[src/design/mst_pkg.sv]
// shared types and constants for the multi-slot repeat timer
// no dependencies

package mst_pkg;

    typedef enum logic [1:0] {
        K_ADD   = 2'd0,
        K_CLEAR = 2'd1,
        K_TICK  = 2'd2,
        K_FLUSH = 2'd3
    } t_kind;

    typedef enum logic [2:0] {
        EV_ADDED       = 3'd0,
        EV_FULL        = 3'd1,
        EV_CLEARED     = 3'd2,
        EV_CLEAR_EMPTY = 3'd3,
        EV_FIRED       = 3'd4,
        EV_FLUSHED     = 3'd5,
        EV_DONE        = 3'd6
    } t_event;

    localparam logic signed [15:0] FOREVER = -16'sd1;

    localparam int IN_DATA_W  = 88;
    localparam int OUT_DATA_W = 8;

    typedef struct packed {
        t_kind              kind;
        logic [31:0]        now_time;
        logic [31:0]        period;
        logic signed [15:0] repeat_count;
        logic [2:0]         slot_index;
        logic               index_ok;
    } t_cmd;

    typedef struct packed {
        t_event     event_res;
        logic [2:0] slot;
        logic       expired;
        logic       last;
    } t_res;

endpackage

[src/design/mst_front.sv]
// front end: accepts input transfers, decodes them into commands and queues them
// depends on mst_pkg

module mst_front #(
    parameter int SLOTS = 8
) (
    input  logic                          i_clk,
    input  logic                          i_rst_n,
    input  logic                          i_s_tvalid,
    output logic                          o_s_tready,
    input  logic [mst_pkg::IN_DATA_W-1:0] i_s_tdata,
    input  logic [1:0]                    i_s_tuser,
    output logic                          o_q_valid,
    output mst_pkg::t_cmd                 o_q_cmd,
    input  logic                          i_q_pop
);

    mst_pkg::t_cmd r_q [2];
    logic          r_wp, r_rp;
    logic [1:0]    r_cnt;
    logic          n_wp, n_rp;
    logic [1:0]    n_cnt;
    logic          push;
    logic          pop;
    mst_pkg::t_cmd cmd_in;

    always_comb begin
        cmd_in.kind         = mst_pkg::t_kind'(i_s_tuser);
        cmd_in.now_time     = i_s_tdata[31:0];
        cmd_in.period       = i_s_tdata[63:32];
        cmd_in.repeat_count = $signed(i_s_tdata[79:64]);
        cmd_in.slot_index   = i_s_tdata[82:80];
        cmd_in.index_ok     = (32'(i_s_tdata[82:80]) < 32'(SLOTS));
    end

    assign o_s_tready = (r_cnt != 2'd2);
    assign o_q_valid  = (r_cnt != 2'd0);
    assign o_q_cmd    = r_q[r_rp];
    assign push       = i_s_tvalid && o_s_tready;
    assign pop        = i_q_pop && o_q_valid;

    always_comb begin
        n_wp  = push ? ~r_wp : r_wp;
        n_rp  = pop ? ~r_rp : r_rp;
        n_cnt = r_cnt + 2'(push) - 2'(pop);
    end

    always_ff @(posedge i_clk) begin
        if (!i_rst_n) begin
            r_wp  <= 1'b0;
            r_rp  <= 1'b0;
            r_cnt <= 2'd0;
        end else begin
            r_wp  <= n_wp;
            r_rp  <= n_rp;
            r_cnt <= n_cnt;
        end
    end

    always_ff @(posedge i_clk) begin
        if (push) begin
            r_q[r_wp] <= cmd_in;
        end
    end

endmodule

[src/design/mst_back.sv]
// back end: slot table, sequencer over the slots and output register
// depends on mst_pkg

module mst_back #(
    parameter int SLOTS     = 8,
    parameter int TIME_BITS = 32
) (
    input  logic          i_clk,
    input  logic          i_rst_n,
    input  logic          i_q_valid,
    input  mst_pkg::t_cmd i_q_cmd,
    output logic          o_q_pop,
    output logic          o_out_valid,
    output mst_pkg::t_res o_out,
    input  logic          i_out_ready
);

    localparam int SW = (SLOTS > 1) ? $clog2(SLOTS) : 1;
    localparam int CW = (TIME_BITS > 32) ? TIME_BITS : 32;
    localparam int EW = 32 + TIME_BITS + 16;
    localparam logic [SW-1:0] LAST_SLOT = SW'(SLOTS - 1);

    typedef enum logic [2:0] {
        S_IDLE,
        S_ADD,
        S_CLR,
        S_RD,
        S_EV,
        S_DONE
    } t_state;

    t_state        r_state, n_state;
    mst_pkg::t_cmd r_cmd, n_cmd;
    logic [SW-1:0] r_idx, n_idx;
    logic [SLOTS-1:0] r_valid, n_valid;
    logic          r_out_valid, n_out_valid;
    mst_pkg::t_res r_out, n_out;
    logic [EW-1:0] r_mem [SLOTS];
    logic [EW-1:0] r_rd;

    logic                 mem_we;
    logic [EW-1:0]        mem_wdata;
    logic                 out_free;
    logic                 at_last;
    logic [TIME_BITS-1:0] now_t;
    logic [31:0]          ent_per;
    logic [TIME_BITS-1:0] ent_last;
    logic signed [15:0]   ent_rem;
    logic signed [15:0]   rem_new;
    logic [TIME_BITS-1:0] elapsed;
    logic                 is_forever;
    logic                 fire;
    logic                 flush_hit;
    logic                 fire_exp;
    logic                 act;
    logic [SW-1:0]        clr_idx;

    assign out_free   = !r_out_valid || i_out_ready;
    assign at_last    = (r_idx == LAST_SLOT);
    assign now_t      = TIME_BITS'(r_cmd.now_time);
    assign ent_per    = r_rd[31:0];
    assign ent_last   = r_rd[32 +: TIME_BITS];
    assign ent_rem    = $signed(r_rd[EW-1 -: 16]);
    assign elapsed    = now_t - ent_last;
    assign is_forever = (ent_rem == mst_pkg::FOREVER);
    assign fire       = r_valid[r_idx] && (CW'(elapsed) >= CW'(ent_per));
    assign flush_hit  = r_valid[r_idx] && !is_forever && (ent_rem <= 16'sd0);
    assign fire_exp   = !is_forever && (ent_rem <= 16'sd1);
    assign rem_new    = (is_forever || fire_exp) ? ent_rem : ent_rem - 16'sd1;
    assign act        = (r_cmd.kind == mst_pkg::K_TICK) ? fire : flush_hit;
    assign clr_idx    = SW'(r_cmd.slot_index);

    always_comb begin
        n_state     = r_state;
        n_cmd       = r_cmd;
        n_idx       = r_idx;
        n_valid     = r_valid;
        n_out_valid = r_out_valid && !i_out_ready;
        n_out       = r_out;
        mem_we      = 1'b0;
        mem_wdata   = {r_cmd.repeat_count, now_t, r_cmd.period};
        o_q_pop     = 1'b0;
        unique case (r_state)
            S_IDLE: begin
                if (i_q_valid) begin
                    o_q_pop = 1'b1;
                    n_cmd   = i_q_cmd;
                    n_idx   = '0;
                    unique case (i_q_cmd.kind)
                        mst_pkg::K_ADD:   n_state = S_ADD;
                        mst_pkg::K_CLEAR: n_state = S_CLR;
                        mst_pkg::K_TICK,
                        mst_pkg::K_FLUSH: n_state = S_RD;
                        default:          n_state = S_IDLE;
                    endcase
                end
            end
            S_ADD: begin
                if (!r_valid[r_idx]) begin
                    if (out_free) begin
                        mem_we         = 1'b1;
                        n_valid[r_idx] = 1'b1;
                        n_out_valid    = 1'b1;
                        n_out          = '{mst_pkg::EV_ADDED, 3'(r_idx), 1'b0, 1'b1};
                        n_state        = S_IDLE;
                    end
                end else if (at_last) begin
                    if (out_free) begin
                        n_out_valid = 1'b1;
                        n_out       = '{mst_pkg::EV_FULL, 3'd0, 1'b0, 1'b1};
                        n_state     = S_IDLE;
                    end
                end else begin
                    n_idx = r_idx + 1'b1;
                end
            end
            S_CLR: begin
                if (out_free) begin
                    n_out_valid = 1'b1;
                    n_state     = S_IDLE;
                    if (r_cmd.index_ok && r_valid[clr_idx]) begin
                        n_valid[clr_idx] = 1'b0;
                        n_out = '{mst_pkg::EV_CLEARED, r_cmd.slot_index, 1'b0, 1'b1};
                    end else begin
                        n_out = '{mst_pkg::EV_CLEAR_EMPTY, r_cmd.slot_index, 1'b0, 1'b1};
                    end
                end
            end
            S_RD: begin
                n_state = S_EV;
            end
            S_EV: begin
                if (!act || out_free) begin
                    if (act) begin
                        n_out_valid = 1'b1;
                        if (r_cmd.kind == mst_pkg::K_TICK) begin
                            mem_we    = 1'b1;
                            mem_wdata = {rem_new, now_t, ent_per};
                            n_out     = '{mst_pkg::EV_FIRED, 3'(r_idx), fire_exp, 1'b0};
                            if (fire_exp) begin
                                n_valid[r_idx] = 1'b0;
                            end
                        end else begin
                            n_valid[r_idx] = 1'b0;
                            n_out = '{mst_pkg::EV_FLUSHED, 3'(r_idx), 1'b0, 1'b0};
                        end
                    end
                    if (at_last) begin
                        n_state = S_DONE;
                    end else begin
                        n_idx   = r_idx + 1'b1;
                        n_state = S_RD;
                    end
                end
            end
            S_DONE: begin
                if (out_free) begin
                    n_out_valid = 1'b1;
                    n_out       = '{mst_pkg::EV_DONE, 3'd0, 1'b0, 1'b1};
                    n_state     = S_IDLE;
                end
            end
            default: n_state = S_IDLE;
        endcase
    end

    always_ff @(posedge i_clk) begin
        if (!i_rst_n) begin
            r_state     <= S_IDLE;
            r_valid     <= '0;
            r_out_valid <= 1'b0;
        end else begin
            r_state     <= n_state;
            r_valid     <= n_valid;
            r_out_valid <= n_out_valid;
        end
        r_cmd <= n_cmd;
        r_idx <= n_idx;
        r_out <= n_out;
    end

    always_ff @(posedge i_clk) begin
        if (mem_we) begin
            r_mem[r_idx] <= mem_wdata;
        end
        if (r_state == S_RD) begin
            r_rd <= r_mem[r_idx];
        end
    end

    assign o_out_valid = r_out_valid;
    assign o_out       = r_out;

endmodule

[src/design/multi_slot_repeat_timer.sv]
// top level of the multi-slot repeat timer: front decoder/queue and back sequencer
// depends on mst_pkg, mst_front, mst_back
//
//  channel  dir  handshake                 payload
//  s        in   i_s_tvalid / o_s_tready   i_s_tdata, i_s_tuser (kind)
//  m        out  o_m_tvalid / i_m_tready   o_m_tdata, o_m_tlast
//
// add: a scan of the valid bits for the first free slot, clear: a check of the named slot
// tick and flush: one table read and one evaluation per slot, then the done result
// a two-entry command queue takes new transfers while the back end is busy
// reset (i_rst_n low, synchronous) empties the table and the queue
// a stalled output holds the back end at the next result

module multi_slot_repeat_timer #(
    parameter int SLOTS     = 8,
    parameter int TIME_BITS = 32
) (
    input  logic                           i_clk,
    input  logic                           i_rst_n,
    input  logic                           i_s_tvalid,
    output logic                           o_s_tready,
    // now_time[31:0], period[63:32], repeat_count[79:64], slot_index[82:80], zero
    input  logic [mst_pkg::IN_DATA_W-1:0]  i_s_tdata,
    // kind[1:0]
    input  logic [1:0]                     i_s_tuser,
    output logic                           o_m_tvalid,
    input  logic                           i_m_tready,
    // event_res[2:0], slot[5:3], expired[6], zero
    output logic [mst_pkg::OUT_DATA_W-1:0] o_m_tdata,
    output logic                           o_m_tlast
);

    logic          q_valid;
    mst_pkg::t_cmd q_cmd;
    logic          q_pop;
    mst_pkg::t_res res;

    mst_front #(
        .SLOTS(SLOTS)
    ) u_front (
        .i_clk      (i_clk),
        .i_rst_n    (i_rst_n),
        .i_s_tvalid (i_s_tvalid),
        .o_s_tready (o_s_tready),
        .i_s_tdata  (i_s_tdata),
        .i_s_tuser  (i_s_tuser),
        .o_q_valid  (q_valid),
        .o_q_cmd    (q_cmd),
        .i_q_pop    (q_pop)
    );

    mst_back #(
        .SLOTS     (SLOTS),
        .TIME_BITS (TIME_BITS)
    ) u_back (
        .i_clk       (i_clk),
        .i_rst_n     (i_rst_n),
        .i_q_valid   (q_valid),
        .i_q_cmd     (q_cmd),
        .o_q_pop     (q_pop),
        .o_out_valid (o_m_tvalid),
        .o_out       (res),
        .i_out_ready (i_m_tready)
    );

    assign o_m_tdata = {1'b0, res.expired, res.slot, res.event_res};
    assign o_m_tlast = res.last;

endmodule

[config.mk]
export PLATFORM = sky130hd
export DESIGN_NAME = multi_slot_repeat_timer
export DESIGN_NICKNAME = d
export VERILOG_FILES = /design/src/design/mst_pkg.sv /design/src/design/mst_front.sv /design/src/design/mst_back.sv /design/src/design/multi_slot_repeat_timer.sv
export SDC_FILE = /design/constraint.sdc
export NUM_CORES = 1
export LEC_CHECK = 0
export BUFFER_PORTS_ARGS = -buffer_cell sky130_fd_sc_hd__clkbuf_2
export CAP_MARGIN = 20
export CORE_ASPECT_RATIO = 1.1
export CORE_MARGIN = 2
export CORE_UTILIZATION = 45
export DETAILED_ROUTE_END_ITERATION = 10
export PLACE_DENSITY = 0.68
export SLEW_MARGIN = 20
export SYNTH_ARGS = -nofsm -noshare
export SYNTH_HDL_FRONTEND = slang
export SYNTH_SLANG_ARGS = --single-unit
export TNS_END_PERCENT = 50
[constraint.sdc]
create_clock -name i_clk -period 9.4 [get_ports i_clk]
set_input_delay 2.82 -clock i_clk [delete_from_list [all_inputs] [get_ports i_clk]]
set_output_delay 2.82 -clock i_clk [all_outputs]
set_load 0.01 [all_outputs]
==> summary.txt, run 1 <==
STA
  • Hold Worst Slack: 495 ps
  • Max-slew violation count: 0
  • RSZ-0062 raised after global routing: no
  • Final min period: 7770 ps
  • Final Hold Vio Count: 0
  • Max Fclk: 129 MHz
  • Slew headroom: 26.6%
  • Worst Skew: 30.8 ps
  • Final period utilization: 82.6%
  • Final setup viols: 0
  • Worst Tran Pin Value: 1100 ps
  • Fin Setup TNS: 0 ps

Critical path
  • Buffers & Inverters on Critical Path: 3
  • Levels on crit path: 21
  • Critical Path RT: 9730 ps
  • CP Launch Type: flop
  • Top delay family on crit path: simple AND/OR/NAND/NOR gates
  • Worst path max stage delay: 840 ps
  • CP arrival: 8100 ps
  • CP endpoint kind: flop
  • Slowest stage cell, crit path: or4b_4
  • Worst path cell trace: inv_1, ha_1, inv_1, fa_1, a21o_1, a221oi_1, a311oi_1, o2bb2ai_1, a41oi_1, a21oi_1, nor4bb_1, a211o_1, ha_1, nand4_1, or4_1, nor4_1, a211oi_1, or4b_4, and2_1, nor2_4, buf_4
  • Critical path peak fanout: 35
  • R2R depth: 21
  • Setup CP Type: reg -> reg

Global routing
  • First-pass GRT wire length: 131000 um
  • Total grt overflow: 0
  • GRT Total Usage: 19.6%
  • Initial antenna violation count: 0
  • Vias in the first global route: 21.7k
  • Largest net degree at the start of global routing: 81

Yosys
  • Post-synth top area share: 76.9%
  • Top cells by area, synth: edfxtp_1 (77%), a22oi_1 (6.2%), mux2_2 (2.5%)
  • Top_reg_cell synth: edfxtp_1
  • Post-synth top area cell: edfxtp_1
  • #FFs+latches synth: 1003
  • Cell Area, Synth: 38500 sq um
  • Post-synth net total: 2429
  • Syn Area/Cell: 17.0 sq um
  • Post-synthesis async set-or-reset flop share: 0%
  • Sequential-to-total area share from yosys stat: 77.8%
  • Syn Inst Count: 2265
  • Synthesis Warnings: 0
  • Synth unique cells: 75
  • Post-synth EDFFs: 986

Cells and area
  • N_diodes: 0
  • Final #Nets: 2557
  • Fraction of layout cells with a size suffix above 1: 16.0%
  • Layout Cells excl Fill: 3606
  • Synth-to-Final Area Change: 13.0%

Floorplan
  • Full die area: 87900 sq um
  • Core area: 84800 sq um
  • I/O pins: 105
  • Initial Util: 45.4%
  • Die Width: 283 um
  • Die height: 311 um
  • Site row count: 112

CTS
  • Hold Buf Count CTS: 0
  • Max clock buf depth: 3
  • Post-CTS Setup Inserts: 0
  • Post_cts resized: 0
  • CTS tree: done
  • Clk Latency, worst-skew pair: 660 ps
  • Clock-pin slew on the worst setup and hold paths: 60 ps
  • H-tree levels: 3
  • Clock Sinks: 1003
  • Clock root buffer: clkbuf_16
  • Cts bufs inserted: 95

Route
  • DRT iter0 DRCs: 2261
  • Routed vias: 21.1k
  • DR DRC count: 0
  • Vias per cell: 5.85
  • ANT nets after route: 0
  • Wire per inst: 24.4 um
  • DRT Pass-1 Iters: 5
  • Overall routed net length: 88000 um

Power
  • Cell Pwr Density: 301 nW/um^2
  • Pleak: 14.3 nW
  • VDD IR max: 0.192 mV

Min path
  • Hold WC Path Type: reg -> reg
  • Cells on Worst Hold Path: 2

Placed design
  • Port bufs: 98
  • Placed cells: 3436
  • Routability cong.: 0.907
  • Final HPWL DP: 47400 um

Run status
  • Outcome: completed

Run
  • Max cap viols: 0
[tightest hold or removal path, delay by kind of cell, from the launching register on]
| family | cells | cell delay, ps |
|---|---|---|
| AOI/OAI and AO/OA | 1 | 60 |
| DFF | 1 | 320 |
| buffers and inverters | 1 | 50 |
[path summary, 6_finish.rpt]
path | slack [ps] | start | end
worst max-delay path | 1630 | u_back.now_t[0] | u_back.r_mem[5][75]
worst max register to register | 1630 | u_back.now_t[0] | u_back.r_mem[5][75]
worst min register to register | 490 | u_back.r_valid[7] | u_back.r_valid[7]
worst min-delay path | 490 | u_back.r_valid[7] | u_back.r_valid[7]
[flip-flops by register name, summed over array words and instances (netlist names), named ones only]
register and count:
u_back.r_mem 640, u_front.r_q 170, u_back.r_rd 80, u_back.r_cmd 50, u_back.now_t 32, u_back.o_out 8, u_back.r_valid 8, u_back.clr_idx 3
u_back.r_idx 3, u_back.r_state 3, u_front.r_cnt 2, u_back.o_out_valid 1, u_front.r_rp 1, u_front.r_wp 1
[per-stage QoR]
stage | util [%] | cell area (sq um) | power (mW) | worst slack (ps)
2_1_floorplan | - | 38500 | 8.37 | 610
3_3_place_gp | 47.8 | 40500 | 9.36 | 1910
3_5_place_dp | 47.8 | 40500 | 9.47 | 1760
4_1_cts | 51.3 | 43500 | 13.2 | 1710
5_1_grt | 51.3 | 43500 | 13.7 | 1330
6_report | 51.3 | 43500 | 13.1 | 1630
[power breakdown]
part | internal [mW] | leakage, nW | switching, mW
logic | 1.04 | 3.69 | 2.07
registers | 5.94 | 9.12 | 0.328
clock network | 2.11 | 1.46 | 1.60
[metal layers]
layer	part of all wire, %	up-vias	routed length (um)	global-route usage [%]
met2	52	850	45500	35.0
li1	-	9374	-	-
met3	6.1	167	5380	2.58
met1	39	10700	34100	24.0
met4	3.4	0	2990	7.82
met5	0	-	0	0
[cells in the mapped netlist, types with 7 or more instances]
cell      instances
a22oi_1         320
nor3_1           14
ha_1             69
edfxtp_1        986
xor2_1           15
o21ai_0          30
clkbuf_1         91
a21o_1            9
inv_1            85
mux2_2           86
a21oi_1          54
dfxtp_1          17
nor2_1           58
a31oi_1           8
o21ai_1          46
nand2_1          96
buf_2             7
o22ai_1           8
nand3_1          13
or3_1             7
xnor2_1          29
o21a_1            8
o211ai_1          8
nand4_1          88
[final cells by class]
cell class | count | area, sq um
fillers | 6705 | 41300
flip-flops and latches | 1003 | 30000
multi-input cells | 1073 | 7950
clock buffers | 116 | 2500
well taps | 1140 | 1430
repair buffers | 132 | 858
clock inverters | 54 | 503
inverters | 88 | 330
[layout by cell type (no fill, tap or decap), types with 9 or more instances in the layout]
cell type and count:
edfxtp_1 986, o21ai_1 46, clkbuf_2 98, clkinv_2 18
a21o_1 9, dfxtp_1 16, a21oi_1 54, nand4_1 88
clkbuf_16 97, nand2_1 96, nor2_4 11, xnor2_1 29
nand3_1 13, clkinv_1 18, mux2_2 86, nor3_1 11
ha_1 69, inv_1 85, nor2_1 47, buf_12 9
xor2_1 15, a22oi_1 320, o21ai_0 30, clkbuf_1 19
buf_4 25
[cell families after synthesis]
kind of cell,after synthesis,share of synthesized area [%]
flip-flops,1003,77.8
AO/OA/AOI/OAI,542,9.89
AND/OR/NAND/NOR,322,4.31
buffers and inverters,189,1.89
multiplexers,94,2.82
adder cells (fa/ha/maj),70,2.29
XOR/XNOR,44,1.00
other,1,0.00974
Power figures use the tool's default switching activity.
==> run 2, diff against run 1 <==
--- a/config.mk
+++ b/config.mk
@@ -5,13 +5,14 @@
 export SDC_FILE = /design/constraint.sdc
 export NUM_CORES = 1
 export LEC_CHECK = 0
+export ABC_AREA = 1
 export BUFFER_PORTS_ARGS = -buffer_cell sky130_fd_sc_hd__clkbuf_2
 export CAP_MARGIN = 20
 export CORE_ASPECT_RATIO = 1.1
 export CORE_MARGIN = 2
 export CORE_UTILIZATION = 45
 export DETAILED_ROUTE_END_ITERATION = 10
-export PLACE_DENSITY = 0.68
+export PLACE_DENSITY = 0.66
 export SLEW_MARGIN = 20
 export SYNTH_ARGS = -nofsm -noshare
 export SYNTH_HDL_FRONTEND = slang
==> constraint.sdc (replaced) <==
create_clock -name i_clk -period 7.4 [get_ports i_clk]
set_input_delay 2.22 -clock i_clk [delete_from_list [all_inputs] [get_ports i_clk]]
set_output_delay 2.22 -clock i_clk [all_outputs]
set_load 0.01 [all_outputs]
==> summary.txt, run 2 <==
Critical path
  • Reg-to-reg slack, setup: 1100 ps (-530 ps)
  • RR Endpoint: u_back.r_mem[1][44]
  • Setup CP Type: reg -> reg
  • CP endpoint kind: flop
  • Critical Path RT: 7720 ps (-2010 ps)
  • R2R Path Start: u_back.now_t[0]
  • CP arrival: 6620 ps (-1480 ps)
  • Critical path peak fanout: 36 (+2.9%)
  • R2R depth: 25 (+19%)
  • CP Launch Type: flop

STA
  • Max-slew violation count: 0 (unchanged)
  • Final min period: 6300 ps (-1470 ps)
  • Slew headroom: 29.0% (+2.3 points)
  • Max Fclk: 159 MHz (+23%)
  • Final period utilization: 85.1% (+2.5 points)
  • Worst Skew: 31.8 ps (+0.973 ps)
  • Worst Tran Pin Value: 1070 ps (-35.1 ps)
  • Final Hold Vio Count: 0 (unchanged)
  • Final WS setup: 1100 ps (-534 ps)
  • Fin Setup TNS: 0 ps (unchanged)
  • RSZ-0062 raised after global routing: no
  • Final setup viols: 0 (unchanged)

Power
  • Pleak: 15.6 nW (+9.7%)
  • Clock power frac: 27.8% (-0.5 points)
  • Internal: 11.8 mW (+29%)
  • Sw Ratio: 31.9% (+1.3 points)
  • NetSw: 5.51 mW (+38%)
  • Sequential share of power: 46.3% (-1.6 points)
  • Cell Pwr Density: 387 nW/um^2 (+29%)
  • VDD IR max: 0.225 mV (+17%)
  • Pwr Total: 17.3 mW (+32%)
  • Comb power frac: 25.9% (+2.1 points)

CTS
  • Max clock buf depth: 3 (unchanged)
  • Clk Latency, worst-skew pair: 660 ps (about the same)
  • Clock Sinks: 1003 (unchanged)
  • Post-CTS Setup Inserts: 0 (unchanged)
  • CTS tree: done
  • Cts bufs inserted: 97 (+2.1%)
  • Clock-pin slew on the worst setup and hold paths: 70 ps (about the same)
  • Hold Buf Count CTS: 0 (unchanged)
  • Clock root buffer: clkbuf_16
  • Post_cts resized: 0 (unchanged)
  • H-tree levels: 3 (unchanged)

Placed design
  • Dpl ws: 1130 ps (-622 ps)
  • Port bufs: 98 (unchanged)
  • Final HPWL DP: 52900 um (+12%)
  • Dpl cell area: 41500 sq um (+2.4%)
  • Routability cong.: 0.905 (-0.13%)

Yosys
  • Post-synth top area cell: edfxtp_1
  • Post-synthesis async set-or-reset flop share: 0% (unchanged)
  • Synthesis Warnings: 0 (unchanged)
  • Post-synth net total: 2825 (+16%)
  • Syn Inst Count: 2661 (+17%)
  • Commonest cells post-synth: edfxtp_1 (986), nand2_1 (470), inv_1 (186)
  • #FFs+latches synth: 1003 (unchanged)
  • Synth unique cells: 52 (-31%)
  • Sequential-to-total area share from yosys stat: 76.2% (-1.6 points)
  • Post-synth top area share: 75.3% (-1.6 points)
  • Top_reg_cell synth: edfxtp_1
  • Count leader, synth: edfxtp_1
  • Syn Area/Cell: 14.8 sq um (-13%)
  • Cell Area, Synth: 39300 sq um (+2.1%)
  • Post-synth EDFFs: 986 (unchanged)
  • Top cells by area, synth: edfxtp_1 (75%), nand2_1 (4.5%), mux2_2 (2.4%)

Route
  • ANT nets after route: 0 (unchanged)
  • Wire per inst: 22.7 um (-7.0%)
  • Vias per cell: 5.55 (-5.2%)
  • Routed vias: 22.4k (+6.2%)
  • DRT Pass-1 Iters: 5 (unchanged)
  • Overall routed net length: 91700 um (+4.2%)
  • DR DRC count: 0 (unchanged)
  • DRT iter0 DRCs: 1972 (-13%)

Cells and area
  • Biggest regs: u_back.r_mem (640), u_front.r_q (170), u_back.r_rd (80)
  • N_diodes: 0 (unchanged)
  • Synth-to-Final Area Change: 13.4%
  • Commonest non-fill, non-tap cell in the layout: edfxtp_1
  • Max reg flops: 640 (unchanged)
  • Commonest non-fill, non-tap cells in the layout: edfxtp_1 (986), nand2_1 (470), inv_1 (186)
  • Final #Nets: 2977 (+16%)
  • Final Cell Area: 44600 sq um (+2.5%)
  • Reg with most FFs: u_back.r_mem
  • Final core utilization: 51.6% (+0.22 points)
  • Fraction of layout cells with a size suffix above 1: 14.0% (-2.0 points)

Run
  • Max cap viols: 0 (unchanged)

Global routing
  • GRT Total Usage: 20.4% (+0.77 points)
  • Vias in the first global route: 22.6k (+3.9%)
  • Total grt overflow: 0 (unchanged)
  • Met2 Track Usage GR: 35.7% (+0.67 points)
  • GR Layer Usage met3: 2.38% (-0.20 points)
  • First-pass GRT wire length: 138000 um (+5.0%)
  • GR peak layer: met2
  • Largest net degree at the start of global routing: 87 (+7.4%)
  • Met1 Use GR: 26.8% (+2.7 points)
  • Initial antenna violation count: 2 (+2)

Floorplan
  • Die Width: 286 um (+1.0%)
  • Initial Util: 45.4% (about the same)
  • Die height: 314 um (+1.0%)
  • Site row count: 113 (+0.89%)
  • Core area: 86500 sq um (+2.1%)
  • Full die area: 89800 sq um (+2.1%)
  • I/O pins: 105 (unchanged)

Min path
  • Hold Crit Start: u_front.r_rp
  • Hold WC Path Type: reg -> reg
  • Cells on Worst Hold Path: 1 (-1)

Run status
  • Outcome: completed
## run 2: changes by cell type in the layout (fill, tap and decap cells not counted), moves of 17 or more
cell / before / now
nand2_1: 96 / 470
a22oi_1: 320 / 75
inv_1: 85 / 186
a221oi_1: 6 / 66
o21ai_0: 30 / 84
a22o_1: 2 / 54
nor2_1: 47 / 92
nand3_1: 13 / 52
a21oi_1: 54 / 82
nand4_1: 88 / 71
## run 2: area by class of cell
cell class	count	area, sq um
clock buffer	124	2600
clock inverter	53	513
fill	7035	41900
inverter	200	753
multi-input combinational	1372	8370
sequential	1003	30000
tap	1150	1440
timing repair buffer	139	985
## run 2: cell families after synthesis
kind of cell,Yosys count,share of synthesized area (%)
DFF,1003,76.2
AOI/OAI and AO/OA,437,7.45
muxes,83,2.38
xor gates and xnor gates,42,0.935
buffers and inverters,286,2.84
and+or+nand+nor,739,7.99
other,1,0.00954
adders and majority gates,70,2.25
## run 2: how the worst max path moves through the flow
stage,slack (ps),startpoint,to,depth (start not counted)
final,1100,u_back.now_t[0],u_back.r_mem[1][44],25
after global routing,760,u_back.now_t[0],u_back.r_mem[1][51],25
after CTS,1120,u_back.now_t[0],u_back.r_mem[1][51],25
after detailed placement,1130,u_back.now_t[0],u_back.r_mem[1][42],25
after global placement,1200,u_back.now_t[0],u_back.r_mem[1][51],25
after floorplan,120,u_back.now_t[0],u_back.r_mem[0][0],28
## run 2: power groups by stage
stage	clock network, mW	registers (mW)	logic, mW
finish	4.81	8.00	4.48
global route	5.10	8.06	4.95
CTS	4.89	8.00	4.50
detailed placement	0	8.11	4.47
global placement	0	8.07	4.38
floorplan	0	8.01	2.98
## run 2: metrics by stage
| step | cells | hold slack, ps |
|---|---|---|
| 2_1_floorplan | 2661 | 425 |
| 3_3_place_gp | 3862 | 428 |
| 3_5_place_dp | 3864 | 440 |
| 4_1_cts | 4041 | 448 |
| 5_1_grt | 4041 | 489 |
| 6_report | 4041 | 448 |
## run 2: critical path: stages, from the launching register on
cell and delay [ps]:
edfxtp_1 510, inv_1 130, ha_1 160, inv_1 70
fa_1 410, nand3_1 100, nand2_1 140, a21oi_1 500
o21ai_0 360, nand3_1 160, nand2_1 90, xor2_1 160
ha_1 280, nand2_1 70, nor2_1 110, nand4_1 160
nor4_1 240, nand2_1 90, nand2_1 170, nand2_2 130
inv_4 130, nand2_4 210, o21ai_1 160, inv_1 310
nor2_4 710, buf_12 360
## run 2: metal layers
layer  up-vias  wire length (um)
met4         0              2050
met3       128              5350
met5         -                 0
met2       779             46100
li1      10300                 -
met1     11300             38200
